`config.mk`:
```
export PLATFORM = sky130hd
export DESIGN_NAME = fact_ctrl
export DESIGN_NICKNAME = d
export VERILOG_FILES = /design/src/rtl/fact_pkg.sv /design/src/rtl/fact_ctrl.sv
export SDC_FILE = /design/constraint.sdc
export NUM_CORES = 1
export LEC_CHECK = 0
export ABC_CLOCK_PERIOD_IN_PS = 2520
export BUFFER_PORTS_ARGS = -buffer_cell sky130_fd_sc_hd__buf_2
export CAP_MARGIN = 5
export CORE_AREA = 2 2 46 58
export DETAILED_ROUTE_END_ITERATION = 8
export DIE_AREA = 0 0 48 60
export GPL_TIMING_DRIVEN = 0
export PLACE_DENSITY = 0.79
export SETUP_SLACK_MARGIN = 0.3
export SLEW_MARGIN = 25
export SYNTH_ARGS = -nofsm -noshare
export SYNTH_HDL_FRONTEND = slang
export SYNTH_SLANG_ARGS = --single-unit
```
`constraint.sdc`:
```
create_clock -name i_clk -period 2.52 [get_ports i_clk]
set_input_delay 0 -clock i_clk [delete_from_list [all_inputs] [get_ports i_clk]]
set_output_delay 0 -clock i_clk [all_outputs]
set_load 0.05 [all_outputs]
```
`src/rtl/fact_pkg.sv`:
```
`default_nettype none
// ----------------------------------------------------------------------------
// fact_pkg
// Shared operation codes and controller-to-datapath command types for the
// frustum box culling test.
// ----------------------------------------------------------------------------
package fact_pkg;

    typedef enum logic [1:0] {
        OP_LOAD_CAM   = 2'd0,
        OP_LOAD_MODEL = 2'd1,
        OP_LOAD_BOX   = 2'd2,
        OP_EVALUATE   = 2'd3
    } t_op;

    typedef enum logic [2:0] {
        CMD_IDLE      = 3'd0,
        CMD_MAC_CLEAR = 3'd1,
        CMD_MAC_STEP  = 3'd2,
        CMD_MVP_STORE = 3'd3,
        CMD_PL_CLEAR  = 3'd4,
        CMD_PL_STEP   = 3'd5,
        CMD_PL_CHECK  = 3'd6
    } t_cmd_kind;

    typedef struct packed {
        t_cmd_kind  kind;
        logic [1:0] col;
        logic [1:0] row;
        logic [1:0] k;
        logic [2:0] plane;
        logic [1:0] axis;
    } t_cmd;

    typedef struct packed {
        logic outside;
    } t_status;

endpackage
`default_nettype wire

```
`src/rtl/fact_ctrl.sv`:
```
`default_nettype none
// ----------------------------------------------------------------------------
// fact_ctrl
// Sequencer: accepts commands, issues the product and plane steps to the
// datapath and strobes the result of an evaluate.
// ----------------------------------------------------------------------------
module fact_ctrl (
    input  wire logic              i_clk,
    input  wire logic              i_rst_n,
    input  wire logic              start,
    input  wire logic [1:0]        i_operation,
    output logic                   busy,
    output logic                   o_wr_en,
    output fact_pkg::t_cmd         o_cmd,
    input  wire fact_pkg::t_status i_status,
    output logic                   o_valid,
    output logic                   o_inside_res
);
    typedef enum logic [2:0] {
        S_IDLE, S_MAC, S_MAC_DRAIN, S_PL_CLEAR, S_PL, S_PL_DRAIN, S_PL_CHECK
    } t_state;

    t_state         r_state;
    fact_pkg::t_cmd r_cmd;
    logic [1:0]     r_wait;
    logic           r_valid;
    logic           r_inside;

    assign busy         = (r_state != S_IDLE);
    assign o_wr_en      = start && !busy;
    assign o_cmd        = r_cmd;
    assign o_valid      = r_valid;
    assign o_inside_res = r_inside;

    always_ff @(posedge i_clk) begin
        if (!i_rst_n) begin
            r_state  <= S_IDLE;
            r_cmd    <= '0;
            r_wait   <= '0;
            r_valid  <= 1'b0;
            r_inside <= 1'b0;
        end else begin
            r_valid <= (r_state == S_PL_CHECK) &&
                       (i_status.outside || r_cmd.plane == 3'd5);
            unique case (r_state)
                S_IDLE: begin
                    if (o_wr_en && fact_pkg::t_op'(i_operation) == fact_pkg::OP_EVALUATE) begin
                        r_cmd.kind  <= fact_pkg::CMD_MAC_CLEAR;
                        r_cmd.col   <= 2'd0;
                        r_cmd.row   <= 2'd0;
                        r_cmd.k     <= 2'd0;
                        r_cmd.plane <= 3'd0;
                        r_cmd.axis  <= 2'd0;
                        r_state     <= S_MAC;
                    end else begin
                        r_cmd.kind <= fact_pkg::CMD_IDLE;
                    end
                end
                S_MAC: begin
                    if (r_cmd.kind == fact_pkg::CMD_MAC_STEP) begin
                        r_cmd.k <= r_cmd.k + 2'd1;
                        if (r_cmd.k == 2'd3) begin
                            r_cmd.kind <= fact_pkg::CMD_IDLE;
                            r_wait     <= 2'd0;
                            r_state    <= S_MAC_DRAIN;
                        end
                    end else begin
                        r_cmd.kind <= fact_pkg::CMD_MAC_STEP;
                    end
                end
                S_MAC_DRAIN: begin
                    if (r_cmd.kind == fact_pkg::CMD_MVP_STORE) begin
                        {r_cmd.col, r_cmd.row} <= {r_cmd.col, r_cmd.row} + 4'd1;
                        if ({r_cmd.col, r_cmd.row} == 4'd15) begin
                            r_cmd.kind  <= fact_pkg::CMD_IDLE;
                            r_cmd.plane <= 3'd0;
                            r_state     <= S_PL_CLEAR;
                        end else begin
                            r_cmd.kind <= fact_pkg::CMD_MAC_CLEAR;
                            r_state    <= S_MAC;
                        end
                    end else begin
                        r_wait <= r_wait + 2'd1;
                        if (r_wait == 2'd2) begin
                            r_cmd.kind <= fact_pkg::CMD_MVP_STORE;
                        end
                    end
                end
                S_PL_CLEAR: begin
                    r_cmd.kind <= fact_pkg::CMD_PL_CLEAR;
                    r_cmd.axis <= 2'd0;
                    r_state    <= S_PL;
                end
                S_PL: begin
                    if (r_cmd.kind == fact_pkg::CMD_PL_STEP) begin
                        if (r_cmd.axis == 2'd2) begin
                            r_cmd.kind <= fact_pkg::CMD_IDLE;
                            r_cmd.axis <= 2'd0;
                            r_wait     <= 2'd0;
                            r_state    <= S_PL_DRAIN;
                        end else begin
                            r_cmd.axis <= r_cmd.axis + 2'd1;
                        end
                    end else begin
                        r_cmd.kind <= fact_pkg::CMD_PL_STEP;
                    end
                end
                S_PL_DRAIN: begin
                    r_wait <= r_wait + 2'd1;
                    if (r_wait == 2'd2) begin
                        r_state <= S_PL_CHECK;
                    end
                end
                S_PL_CHECK: begin
                    if (i_status.outside || r_cmd.plane == 3'd5) begin
                        r_inside <= !i_status.outside;
                        r_state  <= S_IDLE;
                    end else begin
                        r_cmd.plane <= r_cmd.plane + 3'd1;
                        r_state     <= S_PL_CLEAR;
                    end
                end
                default: r_state <= S_IDLE;
            endcase
        end
    end

endmodule
`default_nettype wire

```
# Yosys cells after proc, flatten, opt, wreduce, memory -nomap -nowiden
# Index checks and enable logic that the tools add are counted.
[op_classes]
add_sub_neg = 5
n_eq_ne = 28
mux = 37
n_reduce_logical = 22
[op_table]
columns = ["operator", "count"]
rows = [
  ["$mux W3", 16],
  ["$pmux W3 S7", 1],
  ["$mux W2", 10],
  ["$ne A2 B2 Y1 const B", 10],
  ["$eq A3 B3 Y1 const B", 5],
  ["$pmux W3 S5", 1],
  ["$eq A3 B2 Y1 const B", 4],
  ["$mux W11", 1],
  ["$ne A3 B3 Y1 const B", 3],
  ["$pmux W3 S3", 1],
  ["$reduce_and A3 Y1", 3],
  ["$reduce_bool A3 Y1", 3],
  ["$eq A2 B2 Y1 const B", 4],
  ["$pmux W2 S4", 1],
  ["$pmux W4 S2", 1],
  ["$reduce_and A7 Y1", 1],
  ["$add A2 B1 Y2 const B", 3],
  ["$pmux W2 S3", 1],
  ["$reduce_and A6 Y1", 1],
  ["$reduce_and A5 Y1", 1],
  ["$reduce_bool A5 Y1", 1],
  ["$add A4 B1 Y4 const B", 1],
  ["$eq A4 B4 Y1 const B", 1],
  ["$mux W4", 1],
  ["other kinds (12)", 17],
]
[totals]
ff_bits = 21
in_bits = 6
output_inout_bits = 18
elab_cells = 102

# Depth between registers and ports, before layout
[depth]
depth_word = 6
ltp_mapped = 7
depth_no_buf = 7

# Worst setup path after synthesis
# No wires, ideal clock.
[synth_timing]
path_kind = "flip-flop to flip-flop"
start = "register r_cmd, in the netlist o_cmd[12]"
end = "register r_cmd, in the netlist o_cmd[6]"
arrival_time_ns = 2.036
setup_slack_ns = 0.415
path_stages_with_launch = 6
n_path_buf = 0
period_less_slack_ns = 2.105
path_cell_list = "dfxtp_1 -> nor3b_4 -> mux2i_1 -> or3_4 -> or4_1 -> a21oi_1"
[synth_via]
elab_chain_cells = 3
[synth_lines]
columns = ["item", "line_no", "source"]
rows = [
  ["start, declared", "fact_ctrl.sv:24", "fact_pkg::t_cmd r_cmd;"],
  ["$eq A3 B2 Y1", "fact_ctrl.sv:60", "if (r_cmd.kind == fact_pkg::CMD_MAC_STEP) begin"],
  ["$ne A2 B2 Y1 (no line)", "-", ""],
  ["$reduce_and A3 Y1 (no line)", "-", ""],
]
# No other way between the ends.
# A chain may end at the register's enable or synchronous reset.

# Worst setup path in the final report
# Ends and elaborated chain as after synthesis.

==> reports/summary.json <==
{
  "run_status": "finished, final reports clean",
  "sequential_area_share_after_synthesis": 0.326,
  "clockBufferDepth": 2,
  "area_of_the_die_um2": 2880,
  "gpl.final_weighted_congestion": 0.885,
  "floorplan.io_pins": 24,
  "hold_viol_final": 0,
  "rsz0062_at_grt": "false",
  "post-route-cell-area_um2": 1470,
  "critical_path_required_ns": 2.77,
  "worstSetupStartpointType": "register",
  "antenna_cells_inserted": 0,
  "row_count": 20,
  "period_minus_slack_ns": 1.92,
  "clock_insertion_delay_worst_skew_ns": 0.31,
  "dr.first_iter.drc_count": 64,
  "final-setup-viol-count": 0,
  "fmax_mhz": 521,
  "synthFlopType": "dfxtp_1",
  "worst_path_dominant_cell_family": "simple AND/OR/NAND/NOR gates",
  "grt_start_max_net_pins": 12,
  "routed-via-count": 1278,
  "post-synth-top-area-fraction": 0.326,
  "synth.most_common_cell": "dfxtp_1",
  "regToRegSetupSlack_ns": 0.60,
  "drt-pass1-iter-count": 4,
  "synth_area_um2": 1290,
  "post_cts_hold_buffer_count": 0,
  "totalNegativeSetupSlack_ns": 0,
  "criticalPathCategory": "register to register",
  "power_density_nw_per_um2": 645,
  "grt_use_total": 0.225,
  "post_synth_num_cell_types": 42,
  "worstReg2RegEnd": "o_cmd[6]",
  "number_of_register_bits_inferred_by_synthesis": 21,
  "critical_path.reg2reg.startpoint": "o_cmd[12]",
  "cts-root-buf": "clkbuf_4",
  "async_reset_ff_frac": 0,
  "layout.nets": 197,
  "synth-warning-count": 0,
  "ir_drop_uv": 457,
  "power.static_leakage_nw": 0.648,
  "tightestPinTransition_ns": 0.450,
  "drt_drc_violations_left": 0,
  "ys_top_cells_by_area": "dfxtp_1, ha_1, mux2i_1",
  "synth-edff-count": 0,
  "dp.final_hpwl_mm": 2.34,
  "post-route-util": 0.617,
  "area.growth.synth_to_final_pct": 13.8,
  "crit_cells": 5,
  "via_count_of_the_first_global_routing_pass": 1140,
  "cts_buffers": 3,
  "finalCritPeriodShare": 0.761,
  "die-width_um": 48,
  "final_antenna_net_count": 0,
  "timing.hold.worst_endpoint": "o_valid",
  "post-cts-setup-buffers": 0,
  "synth.cells.most_frequent": "dfxtp_1, nor2_1, nand2_1, o21ai_0, a21oi_1",
  "tightest_slew_margin_relative_to_the_limit": 0.698,
  "layout-drive-gt1-share": 0.211,
  "critical_path.slowest_cell": "dfxtp_1",
  "timing.hold.worst.class": "primary input to register",
  "initial_utilization": 0.542,
  "timing.critical_path.cells": "nor3b_4, mux2i_1, or3_4, or4_1, a21oi_1",
  "critical_path.endpoint_type": "register",
  "ctsResizeCount": 0,
  "first_pass_grt_wire_length_mm": 4.73,
  "wl_per_cell_um": 13.9,
  "detailed_place.area_um2": 1440,
  "path_buf_inv": 0,
  "fillers": 211,
  "clkTransAtPathRegs_ns": 0.11,
  "drv.max_cap_violation_count": 0,
  "clock_sink_count": 21,
  "cts_tree": "yes",
  "worst_endpoint_data_arrival_time_ns": 2.17,
  "depth_of_the_worst_register_to_register_path": 5,
  "post-synth-top-area-cell": "dfxtp_1",
  "layout_skew_ns": 0.00176,
  "synth_area_per_cell_um2": 8.11,
  "fin_hold_ws_ns": 0.0124,
  "remaining_global_route_overflow": 0,
  "initial_antenna_violation_count": 0,
  "hp-start": "i_status",
  "drt_wl_total_mm": 3.03,
  "die_y_um": 60,
  "cts.htree.levels": 1,
  "worst_path_maximum_fanout": 8,
  "netlist_instances": 159,
  "vias_per_cell": 5.86,
  "timing.critical_path.slowest_cell_delay_ns": 0.47,
  "postSynthNetCount": 170,
  "final_slew_viol_count": 0,
  "io_buffer_count": 22,
  "placeableCoreArea_um2": 2380,
  "number_of_cells_on_the_worst_hold_path": 3
}
==> layout by cell type (no fill, tap or decap), types with 2 or more instances in the layout <==
cell | synthesis | layout
nor3_1 | 7 | 7
and2_1 | 2 | 2
dfxtp_1 | 21 | 21
and3b_2 | 2 | 2
clkbuf_1 | 2 | 3
o211a_1 | 2 | 2
inv_1 | 8 | 8
clkbuf_2 | 3 | 3
ha_1 | 5 | 5
mux2i_1 | 6 | 6
or3_1 | 3 | 3
nand4_1 | 2 | 2
nand2_1 | 11 | 11
nand2b_1 | 4 | 4
nand3_1 | 8 | 8
nor2_1 | 15 | 15
clkbuf_8 | 2 | 2
o211ai_1 | 2 | 2
nor3b_1 | 2 | 2
nor2b_1 | 3 | 3
or4_1 | 3 | 3
buf_2 | 1 | 23
nand3b_1 | 4 | 4
o21ai_0 | 11 | 11
a31oi_1 | 4 | 4
clkbuf_4 | 0 | 3
a21oi_1 | 10 | 10
==> where the power goes <==
group          switching (mW)  leakage, nW  internal (mW)  total [mW]
Clock                   0.103       0.0150         0.0619       0.165
Combinational           0.272        0.464          0.135       0.406
Sequential             0.0229        0.170          0.352       0.375
Total                   0.397        0.648          0.549       0.946
==> layer usage <==
| layer | share of wire | track usage | vias to the layer above |
|---|---|---|---|
| li1 | - | - | 626 |
| met1 | 0.41 | 0.244 | 590 |
| met2 | 0.52 | 0.415 | 53 |
| met3 | 0.057 | 0.0363 | 9 |
| met4 | 0.018 | 0.0811 | 0 |
| met5 | 0 | 0 | - |
==> cells by family (layout without fill, tap and decap cells) <==
logic type	after synthesis	in the layout	share of synthesized area
mux	6	6	0.0466
flops	21	21	0.326
compound gates	38	38	0.185
simple gates	72	72	0.321
buf+inv	17	43	0.0718
fa+ha+maj	5	5	0.0485
==> metrics by stage <==
stage	worst slack, ns	std cells	total power [mW]
final	0.602	218	0.946
after global routing	0.469	218	0.999
after CTS	0.594	218	0.948
after detailed placement	0.620	214	0.786
after global placement	0.662	214	0.775
after floorplan	0.415	159	0.699
==> worst max-delay path by stage <==
stage | start | endpoint | slack, ns
2_1_floorplan | o_cmd[12] | o_cmd[6] | 0.41
3_3_place_gp | r_state[0] | r_state[1] | 0.66
3_5_place_dp | o_cmd[3] | o_cmd[3] | 0.62
4_1_cts | o_cmd[3] | o_cmd[3] | 0.59
5_1_grt | o_cmd[3] | o_cmd[3] | 0.47
6_report | o_cmd[12] | o_cmd[6] | 0.60
==> cell type report <==
class / instances / area [um^2] / share of cell area
clock buffer: 4 / 26.3 / 0.0179
buffer: 9 / 62.6 / 0.0427
inverter: 8 / 30.0 / 0.0205
sequential: 21 / 420 / 0.287
multi-input combinational: 121 / 776 / 0.529
timing repair buffer: 22 / 110 / 0.0751
tap: 33 / 41.3 / 0.0282
==> sequential cells by signal (all words and copies together), names as in the netlist <==
| register | count |
|---|---|
| o_valid | 1 |
| r_state | 3 |
| o_cmd | 14 |
| r_wait | 2 |
| o_inside_res | 1 |
==> worst reg2reg max path, delay by kind of cell, from the launching register on <==
kind	cells	cell delay (ns)
AND/OR/NAND/NOR	3	1.14
flip-flops	1	0.47
AO/OA/AOI/OAI	1	0.14
multiplexers	1	0.12
Note: power is estimated with default switching activity, not from simulation.
